`config.mk`:
```
export PLATFORM = sky130hd
export DESIGN_NAME = xref_stream_row_decoder_unit
export DESIGN_NICKNAME = d
export VERILOG_FILES = /design/src/sv/xsrd_pkg.sv /design/src/sv/xref_stream_row_decoder_unit.sv /design/src/sv/xsrd_cfg.sv /design/src/sv/xsrd_row.sv
export VERILOG_INCLUDE_DIRS = /design/src /design/src/sv
export SDC_FILE = /design/constraint.sdc
export NUM_CORES = 1
export LEC_CHECK = 0
export BUFFER_PORTS_ARGS = -buffer_cell sky130_fd_sc_hd__buf_2
export CORE_MARGIN = 3
export CORE_UTILIZATION = 57
export DETAILED_ROUTE_END_ITERATION = 12
export GPL_ROUTABILITY_DRIVEN = 1
export MAX_ROUTING_LAYER = met4
export PLACE_DENSITY = 0.89
export RECOVER_POWER = 50
export SYNTH_ARGS = -nofsm -noshare
export SYNTH_HDL_FRONTEND = slang
export SYNTH_SLANG_ARGS = --single-unit
```
`constraint.sdc`:
```
create_clock -name aclk -period 6 [get_ports aclk]
set_clock_uncertainty 0.15 [all_clocks]
set_input_delay 1.2 -clock aclk [delete_from_list [all_inputs] [get_ports aclk]]
set_output_delay 1.2 -clock aclk [all_outputs]
set_load 0.02 [all_outputs]
```
`src/sv/xref_stream_row_decoder_unit_macros.svh`:
```
// Assertion macros shared by the cross-reference row decoder RTL.
`ifndef XREF_STREAM_ROW_DECODER_UNIT_MACROS_SVH
`define XREF_STREAM_ROW_DECODER_UNIT_MACROS_SVH

`ifndef NO_ASSERTIONS

// Check a property on aclk, skipped while aresetn is low.
`define XSRD_ASSERT(lbl, prop, msg) \
    lbl: assert property (@(posedge aclk) disable iff (!aresetn) (prop)) else $error(msg);

// Check a property on aclk, also during reset.
`define XSRD_ASSERT_ALWAYS(lbl, prop, msg) \
    lbl: assert property (@(posedge aclk) (prop)) else $error(msg);

`else

`define XSRD_ASSERT(lbl, prop, msg)
`define XSRD_ASSERT_ALWAYS(lbl, prop, msg)

`endif

`endif

```
`src/sv/xsrd_pkg.sv`:
```
// Types and constants of the cross-reference row decoder.
package xsrd_pkg;

    localparam int CFG_W      = 3;
    localparam int CFG_IDX_W  = 2;
    localparam int VALUE_W    = 32;
    localparam int ROW_SUM_W  = 5;   // holds three widths of up to 7 bytes each

    localparam logic [1:0] CMD_DATA       = 2'd0;
    localparam logic [1:0] CMD_SUBSECTION = 2'd1;
    localparam logic [1:0] CMD_NEW_STREAM = 2'd2;

    localparam logic [CFG_IDX_W-1:0] REG_TYPE_WIDTH   = 2'd0;
    localparam logic [CFG_IDX_W-1:0] REG_SECOND_WIDTH = 2'd1;
    localparam logic [CFG_IDX_W-1:0] REG_THIRD_WIDTH  = 2'd2;

    localparam logic [CFG_W-1:0] TYPE_WIDTH_RST   = 3'd1;
    localparam logic [CFG_W-1:0] SECOND_WIDTH_RST = 3'd4;
    localparam logic [CFG_W-1:0] THIRD_WIDTH_RST  = 3'd2;

    localparam logic [7:0] BYTE_MASK = 8'hFF;

    typedef enum logic [1:0] {
        KIND_FREE       = 2'd0,
        KIND_NORMAL     = 2'd1,
        KIND_COMPRESSED = 2'd2,
        KIND_UNKNOWN    = 2'd3
    } entry_kind_t;

    // Field widths in bytes, already clamped.
    typedef struct packed {
        logic [CFG_W-1:0] type_width;
        logic [CFG_W-1:0] second_width;
        logic [CFG_W-1:0] third_width;
    } field_widths_t;

    typedef struct packed {
        logic               valid;
        logic [VALUE_W-1:0] object_number;
        entry_kind_t        entry_kind;
        logic [VALUE_W-1:0] second_value;
        logic [VALUE_W-1:0] third_value;
    } row_result_t;

endpackage

```
`src/sv/xref_stream_row_decoder_unit.sv`:
```
// Top level of the cross-reference stream row decoder.
// Usage:
//   s_ channel carries one request per cycle: a data byte, a subsection start
//   (first object number and entry count, zero count meaning unlimited) or a
//   new-stream marker, selected by s_tuser. Each completed row of three
//   big-endian fields yields one request on the m_ channel with the object
//   number, the entry kind in m_tuser and the second and third field values.
//   Rows past the end of a counted subsection are dropped.
//   cfg_ channel writes the three field widths in bytes; it is always ready, and
//   the user must write it only while the decoder is idle; the block itself does not enforce that.
// Timing and throughput:
//   A result is registered and appears on m_ in the cycle after the byte completing its row.
//   One request is accepted every cycle while m_ is not stalled; the rate is set
//   by the single accumulate-and-count stage feeding the output register.
// Reset:
//   aresetn low clears the partial row, numbering starts at 0 unlimited,
//   and the widths return to 1, 4 and 2 bytes.
// Stall:
//   While m_tready is low with a result pending, s_tready drops and the
//   pending result holds.
`include "xref_stream_row_decoder_unit_macros.svh"

module xref_stream_row_decoder_unit #(
    parameter int MAX_FIELD_BYTES = 4
) (
    input  logic                           aclk,
    input  logic                           aresetn,
    // input requests
    input  logic                           s_tvalid,
    output logic                           s_tready,
    input  logic [71:0]                    s_tdata,   // data_byte, first_object, entry_count
    input  logic [1:0]                     s_tuser,   // cmd
    // result requests
    output logic                           m_tvalid,
    input  logic                           m_tready,
    output logic [95:0]                    m_tdata,   // object_number, second_value, third_value
    output logic [1:0]                     m_tuser,   // entry_kind
    // configuration writes
    input  logic                           cfg_valid,
    output logic                           cfg_ready,
    input  logic [xsrd_pkg::CFG_IDX_W-1:0] cfg_index,
    input  logic [xsrd_pkg::CFG_W-1:0]     cfg_data
);
    import xsrd_pkg::*;

    field_widths_t      widths;
    row_result_t        row_res;
    logic               s_accept;

    logic               m_valid_reg, m_valid_next;
    logic [VALUE_W-1:0] obj_reg, second_reg, third_reg;
    entry_kind_t        kind_reg;

    assign s_tready = !m_valid_reg || m_tready;
    assign s_accept = s_tvalid && s_tready;

    xsrd_cfg #(
        .MAX_FIELD_BYTES(MAX_FIELD_BYTES)
    ) u_cfg (
        .aclk      (aclk),
        .aresetn   (aresetn),
        .cfg_valid (cfg_valid),
        .cfg_ready (cfg_ready),
        .cfg_index (cfg_index),
        .cfg_data  (cfg_data),
        .widths    (widths)
    );

    xsrd_row #(
        .MAX_FIELD_BYTES(MAX_FIELD_BYTES)
    ) u_row (
        .aclk         (aclk),
        .aresetn      (aresetn),
        .accept       (s_accept),
        .cmd          (s_tuser),
        .data_byte    (s_tdata[7:0]),
        .first_object (s_tdata[39:8]),
        .entry_count  (s_tdata[71:40]),
        .widths       (widths),
        .result       (row_res)
    );

    always_comb begin
        m_valid_next = m_valid_reg;
        if (row_res.valid) begin
            m_valid_next = 1'b1;
        end else if (m_tready) begin
            m_valid_next = 1'b0;
        end
    end

    always_ff @(posedge aclk) begin
        if (!aresetn) begin
            m_valid_reg <= 1'b0;
        end else begin
            m_valid_reg <= m_valid_next;
        end
    end

    // Payload loads only with a new row; hold otherwise.
    always_ff @(posedge aclk) begin
        if (row_res.valid) begin
            obj_reg    <= row_res.object_number;
            kind_reg   <= row_res.entry_kind;
            second_reg <= row_res.second_value;
            third_reg  <= row_res.third_value;
        end
    end

    assign m_tvalid = m_valid_reg;
    assign m_tdata  = {third_reg, second_reg, obj_reg};
    assign m_tuser  = kind_reg;

    `XSRD_ASSERT(a_row_reaches_output, row_res.valid |=> m_tvalid, "completed row not presented")
    `XSRD_ASSERT(a_result_from_request, $rose(m_tvalid) |-> $past(s_accept), "result without an input request")
    `XSRD_ASSERT(a_stalled_result_kept, m_tvalid && !m_tready |=> m_tvalid, "pending result lost under stall")
    `XSRD_ASSERT_ALWAYS(a_reset_empties_output, !aresetn |=> !m_tvalid, "output valid after reset")

endmodule

```
`src/sv/xsrd_cfg.sv`:
```
// Field width registers with clamping to the largest supported field.
module xsrd_cfg #(
    parameter int MAX_FIELD_BYTES = 4
) (
    input  logic                           aclk,
    input  logic                           aresetn,
    input  logic                           cfg_valid,
    output logic                           cfg_ready,
    input  logic [xsrd_pkg::CFG_IDX_W-1:0] cfg_index,
    input  logic [xsrd_pkg::CFG_W-1:0]     cfg_data,
    output xsrd_pkg::field_widths_t        widths
);
    import xsrd_pkg::*;

    localparam logic [CFG_W-1:0] MAX_W =
        (MAX_FIELD_BYTES > 7) ? 3'd7 : CFG_W'(MAX_FIELD_BYTES);

    logic [CFG_W-1:0] type_width_reg;
    logic [CFG_W-1:0] second_width_reg;
    logic [CFG_W-1:0] third_width_reg;

    function automatic logic [CFG_W-1:0] clamp_width(input logic [CFG_W-1:0] w);
        return (w > MAX_W) ? MAX_W : w;
    endfunction

    assign cfg_ready = 1'b1;

    always_ff @(posedge aclk) begin
        if (!aresetn) begin
            type_width_reg   <= TYPE_WIDTH_RST;
            second_width_reg <= SECOND_WIDTH_RST;
            third_width_reg  <= THIRD_WIDTH_RST;
        end else if (cfg_valid) begin
            case (cfg_index)
                REG_TYPE_WIDTH:   type_width_reg   <= cfg_data;
                REG_SECOND_WIDTH: second_width_reg <= cfg_data;
                REG_THIRD_WIDTH:  third_width_reg  <= cfg_data;
                default: ;
            endcase
        end
    end

    assign widths.type_width   = clamp_width(type_width_reg);
    assign widths.second_width = clamp_width(second_width_reg);
    assign widths.third_width  = clamp_width(third_width_reg);

endmodule

```
`src/sv/xsrd_row.sv`:
```
// Row assembly state, subsection numbering and row result decode.
`include "xref_stream_row_decoder_unit_macros.svh"

module xsrd_row #(
    parameter int MAX_FIELD_BYTES = 4
) (
    input  logic                         aclk,
    input  logic                         aresetn,
    input  logic                         accept,
    input  logic [1:0]                   cmd,
    input  logic [7:0]                   data_byte,
    input  logic [xsrd_pkg::VALUE_W-1:0] first_object,
    input  logic [xsrd_pkg::VALUE_W-1:0] entry_count,
    input  xsrd_pkg::field_widths_t      widths,
    output xsrd_pkg::row_result_t        result
);
    import xsrd_pkg::*;

    localparam int POS_W = $clog2(3 * MAX_FIELD_BYTES + 1);

    logic [POS_W-1:0]   pos_reg, pos_next;
    logic [VALUE_W-1:0] type_acc_reg, type_acc_next;
    logic [VALUE_W-1:0] second_acc_reg, second_acc_next;
    logic [VALUE_W-1:0] third_acc_reg, third_acc_next;
    logic [VALUE_W-1:0] next_object_reg, next_object_next;
    logic [VALUE_W-1:0] entries_left_reg, entries_left_next;
    logic               live_reg, live_next;

    logic [ROW_SUM_W-1:0] tw, sw, hw, row_size, pos_ext, pos_inc;
    logic [VALUE_W-1:0]   type_upd, second_upd, third_upd, type_value;
    logic [VALUE_W-1:0]   shifted;
    logic                 take_byte, row_done;
    entry_kind_t          kind;

    assign tw       = ROW_SUM_W'(widths.type_width);
    assign sw       = ROW_SUM_W'(widths.second_width);
    assign hw       = ROW_SUM_W'(widths.third_width);
    assign row_size = tw + sw + hw;
    assign pos_ext  = ROW_SUM_W'(pos_reg);
    assign pos_inc  = pos_ext + ROW_SUM_W'(1);

    assign take_byte = accept && (cmd == CMD_DATA) && (row_size != '0);
    assign row_done  = take_byte && (pos_inc >= row_size);

    // Route the byte by position; anything past the first two fields goes to the third.
    always_comb begin
        shifted    = 'x;
        type_upd   = type_acc_reg;
        second_upd = second_acc_reg;
        third_upd  = third_acc_reg;
        if (pos_ext < tw) begin
            shifted  = {type_acc_reg[VALUE_W-9:0], data_byte & BYTE_MASK};
            type_upd = shifted;
        end else if (pos_ext < tw + sw) begin
            shifted    = {second_acc_reg[VALUE_W-9:0], data_byte & BYTE_MASK};
            second_upd = shifted;
        end else begin
            shifted   = {third_acc_reg[VALUE_W-9:0], data_byte & BYTE_MASK};
            third_upd = shifted;
        end
    end

    // A row without a type field is a normal entry.
    assign type_value = (tw == '0) ? VALUE_W'(1) : type_upd;

    always_comb begin
        case (type_value)
            VALUE_W'(0): kind = KIND_FREE;
            VALUE_W'(1): kind = KIND_NORMAL;
            VALUE_W'(2): kind = KIND_COMPRESSED;
            default:     kind = KIND_UNKNOWN;
        endcase
    end

    assign result.valid         = row_done && live_reg;
    assign result.object_number = next_object_reg;
    assign result.entry_kind    = kind;
    assign result.second_value  = second_upd;
    assign result.third_value   = third_upd;

    always_comb begin
        pos_next          = pos_reg;
        type_acc_next     = type_acc_reg;
        second_acc_next   = second_acc_reg;
        third_acc_next    = third_acc_reg;
        next_object_next  = next_object_reg;
        entries_left_next = entries_left_reg;
        live_next         = live_reg;
        if (accept) begin
            case (cmd)
                CMD_SUBSECTION: begin
                    next_object_next  = first_object;
                    entries_left_next = entry_count;
                    live_next         = 1'b1;
                end
                CMD_NEW_STREAM: begin
                    pos_next          = '0;
                    type_acc_next     = '0;
                    second_acc_next   = '0;
                    third_acc_next    = '0;
                    next_object_next  = '0;
                    entries_left_next = '0;
                    live_next         = 1'b1;
                end
                CMD_DATA: begin
                    if (row_done) begin
                        pos_next        = '0;
                        type_acc_next   = '0;
                        second_acc_next = '0;
                        third_acc_next  = '0;
                        if (live_reg) begin
                            next_object_next = next_object_reg + VALUE_W'(1);
                            if (entries_left_reg != '0) begin
                                entries_left_next = entries_left_reg - VALUE_W'(1);
                                // drop rows once a counted subsection runs out
                                if (entries_left_reg == VALUE_W'(1)) begin
                                    live_next = 1'b0;
                                end
                            end
                        end
                    end else if (take_byte) begin
                        pos_next        = POS_W'(pos_inc);
                        type_acc_next   = type_upd;
                        second_acc_next = second_upd;
                        third_acc_next  = third_upd;
                    end
                end
                default: ;
            endcase
        end
    end

    always_ff @(posedge aclk) begin
        if (!aresetn) begin
            pos_reg          <= '0;
            type_acc_reg     <= '0;
            second_acc_reg   <= '0;
            third_acc_reg    <= '0;
            next_object_reg  <= '0;
            entries_left_reg <= '0;
            live_reg         <= 1'b1;
        end else begin
            pos_reg          <= pos_next;
            type_acc_reg     <= type_acc_next;
            second_acc_reg   <= second_acc_next;
            third_acc_reg    <= third_acc_next;
            next_object_reg  <= next_object_next;
            entries_left_reg <= entries_left_next;
            live_reg         <= live_next;
        end
    end

    `XSRD_ASSERT(a_new_stream_clears_row, accept && (cmd == CMD_NEW_STREAM) |=> (pos_reg == '0) && live_reg && (next_object_reg == '0), "new stream did not restore numbering")
    `XSRD_ASSERT(a_last_entry_drops_live, result.valid && (entries_left_reg == VALUE_W'(1)) |=> !live_reg, "subsection did not close after its last row")
    `XSRD_ASSERT(a_emit_advances_object, result.valid |=> (next_object_reg == $past(next_object_reg) + VALUE_W'(1)), "object number did not advance after a row")

endmodule
```
* Word level (Yosys, flattened, before mapping)
Cells that the tools add are included.
** Word-level totals
- Register bits :: 273
- Bits in latches :: 0
- RAM bits :: 0
- Memory bits (read-only) :: 0
- Input port bits :: 84
- Output and inout bits :: 101
- Word-level logic and storage cells :: 98
- Memories :: 0
** Operators by class
- $add $sub $neg :: 5
- Multiply operators :: 0
- Divide/modulo/power cells :: 0
- Magnitude comparators :: 6
- Equality and inequality tests :: 11
- Shifts and indexed selects :: 0
- Muxes and demuxes :: 36
- Bitwise logic cells :: 0
- Reductions and logical operators :: 25
** Operator list (number)
- two-way mux 32 bit :: 17
- one-hot mux 32 bit (2 select lines) :: 3
- one-hot mux 32 bit (3 select lines) :: 2
- == test 32 x 1 -> 1 bit, second input constant :: 2
- adder 32 x 1 -> 32 bit, second input constant :: 1
- == test 32 x 2 -> 1 bit, second input constant :: 1
- zero test 32 bit :: 1
- nonzero test 32 bit :: 1
- subtractor 32 x 1 -> 32 bit, second input constant :: 1
- > comparator 3 bit, second input constant :: 3
- two-way mux 3 bit :: 3
- two-way mux 4 bit :: 2
- one-hot mux 4 bit (2 select lines) :: 1
- two-way mux 1 bit :: 6
- one-hot mux 2 bit (3 select lines) :: 1
- AND reduction 2 bit :: 3
- AND reduction 3 bit :: 2
- nonzero test 2 bit :: 3
- adder 4 x 1 -> 5 bit, second input constant :: 1
- adder 4 x 3 -> 5 bit :: 1
- greater-or-equal comparator 5 bit :: 1
- logical AND 1 bit :: 5
- zero test 5 bit :: 1
- less-than comparator 4 x 5 -> 1 bit :: 1
- 16 further kinds :: 20

* Longest topological paths before layout
Gate-level depths: netlist of run 1.
- Depth after elaboration :: 9
- Depth in mapped cells :: 17
- Gate-level depth less buffers :: 15

* By module
From an unflattened synthesis of run 1, not the netlist that was laid out.
** Second synthesis, totals
- Cells, all modules :: 1120
- Area, all modules :: 12270.5 sq um
** By module, submodules not included
- xsrd_row :: times used 1, cells an instance 970, area each 8842.2 sq um, seq. area each 3303.2 sq um
- xref_stream_row_decoder_unit :: times used 1, cells an instance 103, area each 3000.4 sq um, seq. area each 2962.8 sq um
- xsrd_cfg :: times used 1, cells an instance 47, area each 427.9 sq um, seq. area each 180.2 sq um

* Worst setup path before layout of run 1
OpenSTA, ideal clock, no wires.
- Path type :: reg-to-reg
- Start point :: reg u_cfg.type_width_reg[0]
- End point :: reg kind_reg[0], in the netlist m_tuser[0], enable pin
- Setup time :: 0.452 ns
- Arrival time :: 4.763 ns
- Required time :: 5.398 ns
- Setup slack :: 0.636 ns
- Stages on the path, launching flop included :: 14
- Path buffers :: 0
- Period minus slack after synthesis :: 5.364 ns
- Path through :: dfxtp_1 nor2b_1 ha_1 inv_1 fa_1 inv_1 fa_1 xnor2_1 ha_1 a21o_1 a31oi_1 o21ai_1 nand3_1 inv_1
** On the way
- Longest elaborated chain between the ends :: 8
- Elaborated cells on any way between the ends :: 9
- Classes of those cells :: add/sub (2); order compare (2); mux (1); reduce/logical (4)
** RTL lines
- start: declaration :: line xsrd_cfg.sv:18 : logic [CFG_W-1:0] type_width_reg;
- start signal: assignment :: line xsrd_cfg.sv:35 : REG_TYPE_WIDTH: type_width_reg <= cfg_data;
- > comparator 3 bit :: line xsrd_cfg.sv:23 : return (w > MAX_W) ? MAX_W : w;
- two-way mux 3 bit (*) :: line xsrd_cfg.sv:23
- adder 3 x 3 -> 4 bit (*) :: line xsrd_row.sv:38 : assign row_size = tw + sw + hw;
- adder 4 x 3 -> 5 bit (*) :: line xsrd_row.sv:38
- branches (longest 2 deep; another with greater-or-equal comparator 5 bit)
- logical AND 1 bit (*) :: line xsrd_row.sv:43 : assign row_done = take_byte && (pos_inc >= row_size);
- logical AND 1 bit (*) :: line xsrd_row.sv:75 : assign result.valid = row_done && live_reg;
- end signal: assignment :: line xref_stream_row_decoder_unit.sv:104 : kind_reg <= row_res.entry_kind;
- end: declaration :: line xref_stream_row_decoder_unit.sv:52 : entry_kind_t kind_reg;
Every way passes the cells marked *.
A chain may end at the register's enable or synchronous reset.

* Final worst setup path of run 1
- Start point :: reg u_cfg.type_width_reg[0]
- End point :: reg u_row.entries_left_reg[0]
** On the way
- Longest elaborated chain between the ends :: 9
- Elaborated cells on any way between the ends :: 10
- Classes of those cells :: add/sub (2); order compare (2); eq/ne (1); mux (1); reduce/logical (4)
** RTL lines
- > comparator 3 bit :: line xsrd_cfg.sv:23
- two-way mux 3 bit (*) :: line xsrd_cfg.sv:23
- adder 3 x 3 -> 4 bit (*) :: line xsrd_row.sv:38
- adder 4 x 3 -> 5 bit (*) :: line xsrd_row.sv:38
- branches (longest 2 deep; another with greater-or-equal comparator 5 bit)
- logical AND 1 bit (*) :: line xsrd_row.sv:43
- inequality test 2 x 1 -> 1 bit (no line) (*)
- AND reduction 5 bit (no line) (*)
- end signal: assignment :: line xsrd_row.sv:148 : entries_left_reg <= entries_left_next;
- end: declaration :: line xsrd_row.sv:26 : logic [VALUE_W-1:0] entries_left_reg, entries_left_next;
Marks and branches as above.

==> impl_results.md, run 1 <==
- Status: complete, but fails checks
- Failing checks: capacitance limit, slew limit
- Relative slew slack: -84.25%
- Final setup fails: 0
- Post-synth ARST share: 0%
- Max clock buf depth: 3
- CP arrival: 5.52 ns
- Final worst path period need: 5.251 ns
- Count leader, synth: dfxtp_1
- Port-buffer cells: ~180
- Mapped Area: 0.01209 mm2
- Core footprint: between 0.02 and 0.025 mm2
- Synth Warn #: 0
- Top_reg_cell synth: dfxtp_1
- Total number of placement rows: 52
- Synth Area per Inst: 10.41 um2
- Max cap viols: 4
- Share of cells above drive strength 1: 14.54%
- Gates resized, CTS repair: 0
- Top cell type's share of synthesized area: between 20% and 30%
- DP Cell Count: roughly 1500
- Root buf cell: clkbuf_16
- Post-synthesis cell type count: about 70
- Seq/Total Area, Yosys: 53.33%
- Tcrit/Tclk final: 87.52%
- Commonest cells in the netlist: 175 x dfxtp_1, 166 x nand2_1, 101 x a22o_1
- Layout Cells excl Fill: 1599
- DR vias/cell: 6.385
- Nets: 1412
- Syn nets: between 1000 and 1500
- Critical path launch point: u_cfg.type_width_reg[0]
- Final Max Slew Viols: 169
- FF-to-FF path depth: 15
- CTS tree: built
- FF+latch count, synth: 273
- Post-synth EDFFs: just under 100
- Post-route setup TNS: 0 ns
- Post-layout util: 67.51%
- Leak: about 0.0054 uW
- # H-tree levels: 1
- Final hold viol count: 0
- Die height: 151.6 um
- Worst skew pair latency: 0.53 ns
- IO Pins: 185
- HPWL after DPL: approximately 20000 um
- Hold_buf cts: 0
- Post-synth top area cell: dfxtp_1
- Post-Syn Instances: 1161
- Worst reg2reg startpoint: u_cfg.type_width_reg[0]
- IR drop worst, VDD: 0.0002362 V
- CP Capture Type: flip-flop
- RSZ-0062 raised after global routing: false
- Startpoint types: flip-flop
- WS Path Type: reg -> reg
- Initial Util: 58.79%
- Synth area leaders: dfxtp_1 29%, edfxtp_1 24%, a22o_1 7.3%
- Horiz. Die Dim: 151.6 um
- DIE AREA: about 0.023 mm2
- Average wire per standard cell: approximately 19 um
- CTS Buf Count: 27
- CP endpoint: u_row.entries_left_reg[0]
- Flop2flop setup slack: 0.75 ns
- Slew @ Worst Pin: 2.764 ns
- Required time of the critical path: 6.26 ns
- Clk sinks: 273
- Largest net degree at the start of global routing: 73
- Min-Delay Path Class: reg -> reg
- TritonRoute pass-1 iters: 6
- Initial antenna violation count: 2
- Reg-to-Reg End: u_row.entries_left_reg[0]
- Reg clk slew, reported paths: around 0.060 ns
- Post-Route WL: 31080 um
- Vias in the first global route: around 9400
- Area Growth Syn to Fin: 14.83%
- DR iter-0 viols: 1242
- Total grt overflow: 0
- Final ANT Viol Nets: 0
- PwrDens: 296.9 mW/mm2
- Vias: 10210
- Post-route DRC: 0
- # Post-CTS Setup Buffers: 0
- Wire length of the first global-routing pass: roughly 48000 um
- All-layer global routing usage: 26.45%
- Critical path fanouts, max: 36
- Fmax: 0.1904 GHz
- Routability cong.: 0.9426
cell type report:
| class | count | area, um2 |
|---|---|---|
| Multi-Input combinational cell | 784 | 5189 |
| Tap cell | 270 | 337.8 |
| Clock inverter | 15 | 187.7 |
| Inverter | 22 | 85.08 |
| Antenna cell | 2 | 5.005 |
| Clock buffer | 35 | 735.7 |
| Fill cell | 1540 | 6679 |
| Timing Repair Buffer | 198 | 894.6 |
| Sequential cell | 273 | 6446 |
power breakdown:
group	internal (uW)	switching [uW]
Sequential	1940	39.2
Combinational	137	262
Clock	1040	699
through the flow:
| stage | setup slack [ns] | hold slack (ns) | cell area [um2] | total power (uW) |
|---|---|---|---|---|
| finish | 0.7489 | 0.3052 | 13880 | 4121 |
| global route | 0.3856 | 0.3422 | 13880 | 4250 |
| CTS | 1.137 | 0.3164 | 14030 | 4124 |
| detailed placement | 1.195 | 0.2928 | 13110 | 2408 |
| global placement | 1.382 | 0.2961 | 13110 | 2399 |
| floorplan | 0.6358 | 0.2564 | 12090 | 2289 |
worst max-delay path: stages, from the launching register on:
cell	delay (ns)
dfxtp_1	0.36
nor2b_1	0.15
ha_1	0.18
inv_1	0.05
fa_1	0.51
inv_1	0.09
fa_1	0.46
xnor2_1	0.29
ha_1	0.32
a21o_1	0.17
a31oi_1	0.14
o21ai_0	0.28
a31oi_2	1.08
buf_4	0.53
a2111oi_0	0.14
a211oi_1	0.24
cell families (layout without fill, tap and decap cells):
kind of cell	after synthesis	in the layout	share of synthesized area, %
xor gates and xnor gates	17	17	1.232
other	1	3	0.03102
AOI/OAI and AO/OA	322	322	20.06
DFF	273	273	53.33
adders and majority gates	22	22	2.401
muxes	49	49	4.451
buffers and inverters	104	270	3.840
and+or+nand+nor	373	373	14.66
cells in the final DEF (no fill, tap or decap), types with 5 or more instances in the layout:
master | synthesis | final
or4_1 | 6 | 6
o311ai_0 | 16 | 16
nor4_1 | 22 | 22
buf_2 | 26 | 82
nor2b_1 | 6 | 5
o31ai_1 | 14 | 14
and3_1 | 8 | 8
mux2i_1 | 11 | 11
edfxtp_1 | 98 | 98
o32ai_1 | 6 | 6
clkbuf_1 | 45 | 110
nor3_1 | 27 | 27
a21oi_1 | 54 | 54
a32oi_1 | 11 | 11
o21ai_0 | 36 | 38
inv_1 | 22 | 21
xnor2_1 | 8 | 8
a221oi_1 | 7 | 7
dfxtp_1 | 175 | 175
nand2b_1 | 8 | 8
and4_1 | 6 | 6
a31oi_1 | 9 | 8
nor3b_1 | 5 | 5
nor2_1 | 56 | 55
xor2_1 | 9 | 9
and2_1 | 6 | 5
ha_1 | 20 | 20
nand3_1 | 25 | 25
o41ai_1 | 7 | 7
a211oi_1 | 11 | 11
a22o_1 | 101 | 101
a22oi_1 | 6 | 6
nand2_1 | 166 | 166
mux2_2 | 38 | 35
nand4_1 | 13 | 13
clkbuf_16 | 0 | 27
buf_4 | 5 | 8
worst min path at each step:
stage                         startpoint     endpoint  slack, ns  cells after the start
4_1_cts        u_row.next_object_reg[18]  obj_reg[18]       0.32                      0
3_3_place_gp   u_row.next_object_reg[18]  obj_reg[18]       0.30                      0
6_report       u_row.next_object_reg[18]  obj_reg[18]       0.31                      0
3_5_place_dp   u_row.next_object_reg[18]  obj_reg[18]       0.29                      0
5_1_grt        u_row.next_object_reg[18]  obj_reg[18]       0.34                      0
2_1_floorplan  u_row.next_object_reg[23]  obj_reg[23]       0.26                      0
per-layer routing:
| layer | global-route usage (%) | up-vias | share of wire, % |
|---|---|---|---|
| met2 | 41.23 | 593 | 47 |
| met3 | 3.391 | 73 | 9.8 |
| met1 | 36.62 | 4850 | 41 |
| met4 | 7.862 | 0 | 2.4 |
| li1 | - | 4693 | - |
| met5 | - | - | 0 |
No activity file was read; power rests on OpenSTA's default activity.
==> run 2: changes to the inputs <==
--- a/config.mk
+++ b/config.mk
@@ -6,14 +6,15 @@
 export SDC_FILE = /design/constraint.sdc
 export NUM_CORES = 1
 export LEC_CHECK = 0
-export BUFFER_PORTS_ARGS = -buffer_cell sky130_fd_sc_hd__buf_2
+export BUFFER_PORTS_ARGS = -buffer_cell sky130_fd_sc_hd__buf_4
 export CORE_MARGIN = 3
-export CORE_UTILIZATION = 57
+export CORE_UTILIZATION = 45
 export DETAILED_ROUTE_END_ITERATION = 12
 export GPL_ROUTABILITY_DRIVEN = 1
 export MAX_ROUTING_LAYER = met4
-export PLACE_DENSITY = 0.89
+export PLACE_DENSITY = 0.74
 export RECOVER_POWER = 50
 export SYNTH_ARGS = -nofsm -noshare
 export SYNTH_HDL_FRONTEND = slang
+export SYNTH_HIERARCHICAL = 1
 export SYNTH_SLANG_ARGS = --single-unit
==> run 2 against run 1 <==
Effect of this change: the flow still finishes with violations (capacitance limit, slew limit); die area up 27%; sequential power is essentially flat; register-to-register slack improved by 0.53 ns; clock-buffer cell count grew 2; hold slack gained 0.0019 ns; critical endpoint is now u_row/second_acc_reg[19]; largest power group unchanged.
==> impl_results.md, run 2 <==
- Status: complete, but fails checks
- Failing checks: capacitance limit, slew limit
- Pint: 3253 uW
- DR vias/cell: 6.014
- Share of cells above drive strength 1: 18.76%
- P_sw: 1070 uW
- Area Growth Syn to Fin: 17.51%
- Most frequent cells in the layout: 175 x dfxtp_1, 105 x clkbuf_1, 98 x edfxtp_1
- FF+latch area: 0.006446 mm2
- Reg power frac: 46.3%
- Port-buffer cells: 183
- Relative slew slack: -149.0%
- Leak: 0.005377 uW
- Initial Util: 46.43%
- Min-Delay Path Class: reg -> reg
- All-layer global routing usage: 20.99%
- Max clock buf depth: 3
- Synth Warn #: 6
- Required time of the critical path: approximately 6.3 ns
- Post-synth EDFFs: 98
- CTS Buf Count: 29
- Reg clk slew, reported paths: 0.06 ns
- Largest net degree at the start of global routing: 83
- Total number of placement rows: 59
- Post-synth ARST share: 0%
- DR iter-0 viols: 780
- IR drop worst, VDD: roughly 0.00019 V
- Initial antenna violation count: 0
- RSZ-0062 raised after global routing: false
- Syn nets: between 1000 and 1500
- CP Capture Type: flip-flop
- Hold Path Cell Cnt: 2
- Final setup fails: 0
- Seq/Total Area, Yosys: 52.53%
- Diode count: 0
- Post-Syn Instances: between 1000 and 1500
- Final hold viol count: 0
- Post-route setup TNS: 0 ns
- Average wire per standard cell: 19.23 um
- Clk sinks: around 270
- Worst skew pair latency: 0.55 ns
- CTS tree: built
- Synth Area per Inst: 10.96 um2
- Layout Cells excl Fill: 1625
- HPWL after DPL: 20170 um
- Critical path fanouts, max: 82
- Area of the multi-input gates: 0.005378 mm2
- Vias in the first global route: 9351
- TritonRoute pass-1 iters: 5
- Comb power frac: 10.8%
- Post-synth top area cell: dfxtp_1
- Switch share: 24.76%
- Top cell type's share of synthesized area: 28.55%
- Post-route DRC: 0
- Startpoint types: input pin
- Most common cell after layout, fill and taps aside: dfxtp_1
- Die height: 171.1 um
- WS Path Type: in -> reg
- Hold_buf cts: 0
- # H-tree levels: 1
- CP arrival: 5.39 ns
- Fill cells: around 2300
- Count leader, synth: dfxtp_1
- # Post-CTS Setup Buffers: 0
- Horiz. Die Dim: 171.1 um
- Final Max Slew Viols: 118
- Post-Route WL: 31260 um
- Nets: 1373
- Total grt overflow: 0
- DIE AREA: around 0.03 mm2
- Slew @ Worst Pin: around 3.7 ns
- IO Pins: 185
- Max cap viols: 2
- Vias: 9772
- Fmax: 0.1975 GHz
- FF-to-FF path depth: 13
- DP Cell Count: 1571
- Post-synthesis cell type count: 81
- Top_reg_cell synth: dfxtp_1
- Final ANT Viol Nets: 0
- Commonest cells in the netlist: 175 x dfxtp_1, 98 x edfxtp_1, 90 x nand2_1
- Core footprint: about 0.026 mm2
- PwrDens: ~300 mW/mm2
- Routability cong.: 0.8503
- Tcrit/Tclk final: a little over four fifths
- Wire length of the first global-routing pass: 49120 um
- Mapped Area: 0.01227 mm2
- FF+latch count, synth: between 200 and 300
- Root buf cell: clkbuf_16
- Clock share of power: 42.9%
- Synth area leaders: dfxtp_1 29%, edfxtp_1 24%, mux2_2 5.9%
- Gates resized, CTS repair: 0
- Final worst path period need: 5.063 ns
-- run 2: cell count changes after synthesis, moves of 5 or more --
| cell | before | now |
|---|---|---|
| a21oi_1 | 54 | 69 |
| a221oi_1 | 7 | 16 |
| a22o_1 | 101 | 66 |
| a32o_1 | 2 | 37 |
| inv_1 | 22 | 16 |
| mux2_2 | 38 | 64 |
| mux2i_1 | 11 | 6 |
| nand2_1 | 166 | 90 |
| nand2b_1 | 8 | 3 |
| nand3_1 | 25 | 30 |
| o21ai_0 | 36 | 31 |
| o21ai_1 | 2 | 8 |
| o311ai_0 | 16 | 0 |
-- run 2: stage by stage --
step / hold slack, ns / setup slack (ns) / util, % / instance area (um2) / total power [uW]
2_1_floorplan: 0.2742 / 0.3682 / - / 12270 / 2355
3_3_place_gp: 0.2993 / 1.552 / 52.22 / 13800 / 2498
3_5_place_dp: 0.3014 / 1.369 / 52.22 / 13800 / 2505
4_1_cts: 0.3089 / 1.334 / 56.03 / 14810 / 4364
5_1_grt: 0.3415 / 0.6007 / 54.56 / 14420 / 4496
6_report: 0.3071 / 0.9367 / 54.56 / 14420 / 4324
-- run 2: per-layer routing --
layer	part of all wire, %	vias to the layer above	track usage (%)	wire [um]
met2	47	411	33.40	14590
li1	-	4621	-	-
met1	45	4720	28.85	13950
met3	7.7	20	3.581	2405
met4	0.99	0	3.499	308
met5	0	-	-	0
-- run 2: power groups by stage --
stage               Sequential [uW]  Combinational [uW]  Clock (uW)
finish                         2000                 468        1850
global placement               2040                 458           0
detailed placement             2040                 465           0
floorplan                      2040                 320           0
CTS                            2000                 468        1890
global route                   2010                 514        1970
-- run 2: logic make-up (layout without fill, tap and decap cells) --
logic type	after synthesis	count (layout)	synth area share, %
AND/OR/NAND/NOR	311	311	13.34
other	1	1	0.03056
AO/OA/AOI/OAI	328	328	20.23
XOR/XNOR	18	18	1.285
adder cells (fa/ha/maj)	22	22	2.366
buffers and inverters	97	267	3.854
flip-flops	273	273	52.53
multiplexers	70	70	6.363
-- run 2: path summary, 6_finish.rpt --
kind,start,end,slack [ns]
hold reg to reg,u_cfg/second_width_reg[1],u_cfg/second_width_reg[1],0.31
setup / recovery,aresetn,u_row/second_acc_reg[19],0.94
hold / removal,u_cfg/second_width_reg[1],u_cfg/second_width_reg[1],0.31
setup reg to reg,u_cfg/type_width_reg[2],u_row/entries_left_reg[25],1.28
-- run 2: cell type report --
class / count / area share, %
multi-input combinational: 750 / 37.30
timing repair buffer: 197 / 7.688
sequential: 273 / 44.71
clock inverter: 17 / 1.397
inverter: 16 / 0.4165
tap: 335 / 2.907
clock buffer: 37 / 5.588
-- run 2: critical path, stage by stage --
cell and delay (ns):
clkbuf_1 2.55, and3_1 1.29, a32o_1 0.24
==> run 3: changes to the inputs <==
==> constraint.sdc (replaced) <==
create_clock -name aclk -period 4.85 [get_ports aclk]
set_clock_uncertainty 0.15 [all_clocks]
set_input_delay 0.97 -clock aclk [delete_from_list [all_inputs] [get_ports aclk]]
set_output_delay 0.97 -clock aclk [all_outputs]
set_load 0.02 [all_outputs]
==> run 3 against run 2 <==
Effect of this change: the flow still finishes with violations (capacitance limit, slew limit); core utilization is 0.11 points higher; cell count up 0.31%; global-route usage is essentially flat; first-iteration DRC count rose by 7.8%; via count decreased by 0.19%; critical path type is now reg -> reg; critical endpoint is now u_row/entries_left_reg[0].
==> impl_results.md, run 3 (synthesized netlist as in run 2, its figures left out) <==
- Tcrit/Tclk final: 88.51%
- Worst reg2reg startpoint: u_cfg/type_width_reg[2]
- Post-Route WL: 31210 um
- Total number of placement rows: between 50 and 60
- PwrDens: 367.1 mW/mm2
- DR vias/cell: 5.983
- Slew @ Worst Pin: 1.996 ns
- FF-to-FF path depth: 14
- Total grt overflow: 0
- CP arrival: 4.54 ns
- Final worst path period need: 4.293 ns
- Final ANT Viol Nets: 0
- Hold_buf cts: 0
- Clk sinks: 273
- DR iter-0 viols: 841
- IR drop worst, VDD: between 0.0002 and 0.00025 V
- Final hold viol count: 0
- HPWL after DPL: approximately 21000 um
- Fin area: 0.01445 mm2
- Fmax: between 0.2 and 0.25 GHz
- Worst-case hold path end point: u_cfg/second_width_reg[0]
- RSZ-0062 raised after global routing: false
- Most frequent cells in the layout: 175 x dfxtp_1, 104 x clkbuf_1, 98 x edfxtp_1
- Post-route setup TNS: 0 ns
- # Post-CTS Setup Buffers: 0
- Buf/Inv on CP: 2
- Leak: 0.005380 uW
- CTS Buf Count: 29
- TritonRoute pass-1 iters: 5
- Final setup fails: 0
- All-layer global routing usage: a little over a fifth
- Post-route DRC: 0
- Required time of the critical path: 5.10 ns
- Critical path launch point: u_cfg/type_width_reg[2]
- Critical path depth: 14
- Post-DP Area: 0.01385 mm2
- Flop2flop setup slack: roughly 0.56 ns
- Most common cell after layout, fill and taps aside: dfxtp_1
- Critical path fanouts, max: 37
- Diode count: 0
- Average wire per standard cell: 19.15 um
- Share of cells above drive strength 1: 19.15%
- Die height: 171.1 um
- Root buf cell: clkbuf_16
- Nets: 1378
- Final Max Slew Viols: 85
- DIE AREA: 0.02929 mm2
- Largest net degree at the start of global routing: 75
- Delay-heaviest family, CP: adder cells
- Final Power: 5304 uW
- Core footprint: 0.02643 mm2
- Port-buffer cells: 183
- CP peak stage delay: 0.49 ns
- CTS tree: built
- Worst path slowest cell: fa_1
- Startpoint types: flip-flop
- Initial Util: 46.43%
- WS Path Type: reg -> reg
- Worst skew pair latency: between 0.5 and 0.6 ns
- Gates resized, CTS repair: 0
- Status: complete, but fails checks
- Vias: 9753
- Max clock buf depth: 3
- Relative slew slack: -33.05%
- Wire length of the first global-routing pass: 49240 um
- Reg-to-Reg End: u_row/entries_left_reg[0]
- CP Capture Type: flip-flop
- Initial antenna violation count: 0
- CP cell instances: nor2_1, ha_1, fa_1, fa_1, xnor2_1, ha_1, nand2_1, o21ai_0, a31oi_1, buf_4, o31a_1, clkbuf_2, a221oi_1, a211oi_1
- Min-Delay Path Class: reg -> reg
- Max cap viols: 2
- Routability cong.: 0.8636
- IO Pins: about 190
- Area Growth Syn to Fin: 17.74%
- Horiz. Die Dim: 171.1 um
- Hold Path Cell Cnt: 2
- # H-tree levels: 1
- Failing checks: capacitance limit, slew limit
- Vias in the first global route: a little over 9000
- Reg clk slew, reported paths: around 0.06 ns
- Startpoint of the worst hold path: u_cfg/second_width_reg[0]
## run 3: cell count changes in the layout (fill, tap and decap cells not counted), moves of 2 or more
cell,before,now
clkbuf_8,5,3
clkinv_4,0,2
mux2_2,58,60
clkbuf_2,0,5
clkinv_1,1,3
mux2_1,6,4
clkinvlp_4,1,4
clkinv_2,10,6
o21ai_1,8,6
o21ai_0,31,33
## run 3: how the worst max path moves through the flow
stage / slack, ns / endpoint
global route: 0.21 / u_row/entries_left_reg[10]
CTS: 0.65 / third_reg[24]
floorplan: 0.29 / m_tuser[0]
finish: 0.56 / u_row/entries_left_reg[0]
global placement: 0.81 / third_reg[20]
detailed placement: 0.70 / third_reg[20]
## run 3: metal layers
| layer | share of wire (%) | GRT usage [%] | routed length, um | vias to the layer above |
|---|---|---|---|---|
| met2 | 46 | 32.48 | 14330 | 382 |
| met5 | 0 | - | 0 | - |
| met1 | 44 | 28.45 | 13590 | 4678 |
| li1 | - | - | - | 4650 |
| met4 | 2.1 | 5.423 | 654 | 0 |
| met3 | 8.4 | 4.159 | 2629 | 43 |
## run 3: layout make-up
class	instances	area (um2)
clock buffer	35	799.5
tap	335	419.2
timing repair buffer	202	1146
clock inverter	19	198.9
inverter	16	60.06
fill	2388	11980
multi-input combinational	750	5378
sequential	273	6446
## run 3: stage by stage
| step | setup slack [ns] | hold slack [ns] | std cells | utilization, % |
|---|---|---|---|---|
| after CTS | 0.6494 | 0.3143 | 1630 | 56.18 |
| final | 0.5571 | 0.3097 | 1630 | 54.67 |
| after global placement | 0.8134 | 0.2930 | 1576 | 52.41 |
| after global routing | 0.2058 | 0.3395 | 1630 | 54.67 |
| after detailed placement | 0.6970 | 0.3021 | 1576 | 52.41 |
| after floorplan | 0.2949 | 0.2742 | 1120 | - |
## run 3: tightest hold or removal path: stages (launching register included)
cell and delay, ns:
dfxtp_1 0.31, nand2_1 0.05, mux2i_1 0.05
## run 3: power by group
part	internal (uW)	total (uW)	switching, uW
registers	2420	2480	59.0
logic	219	578	359
clock network	1340	2250	909
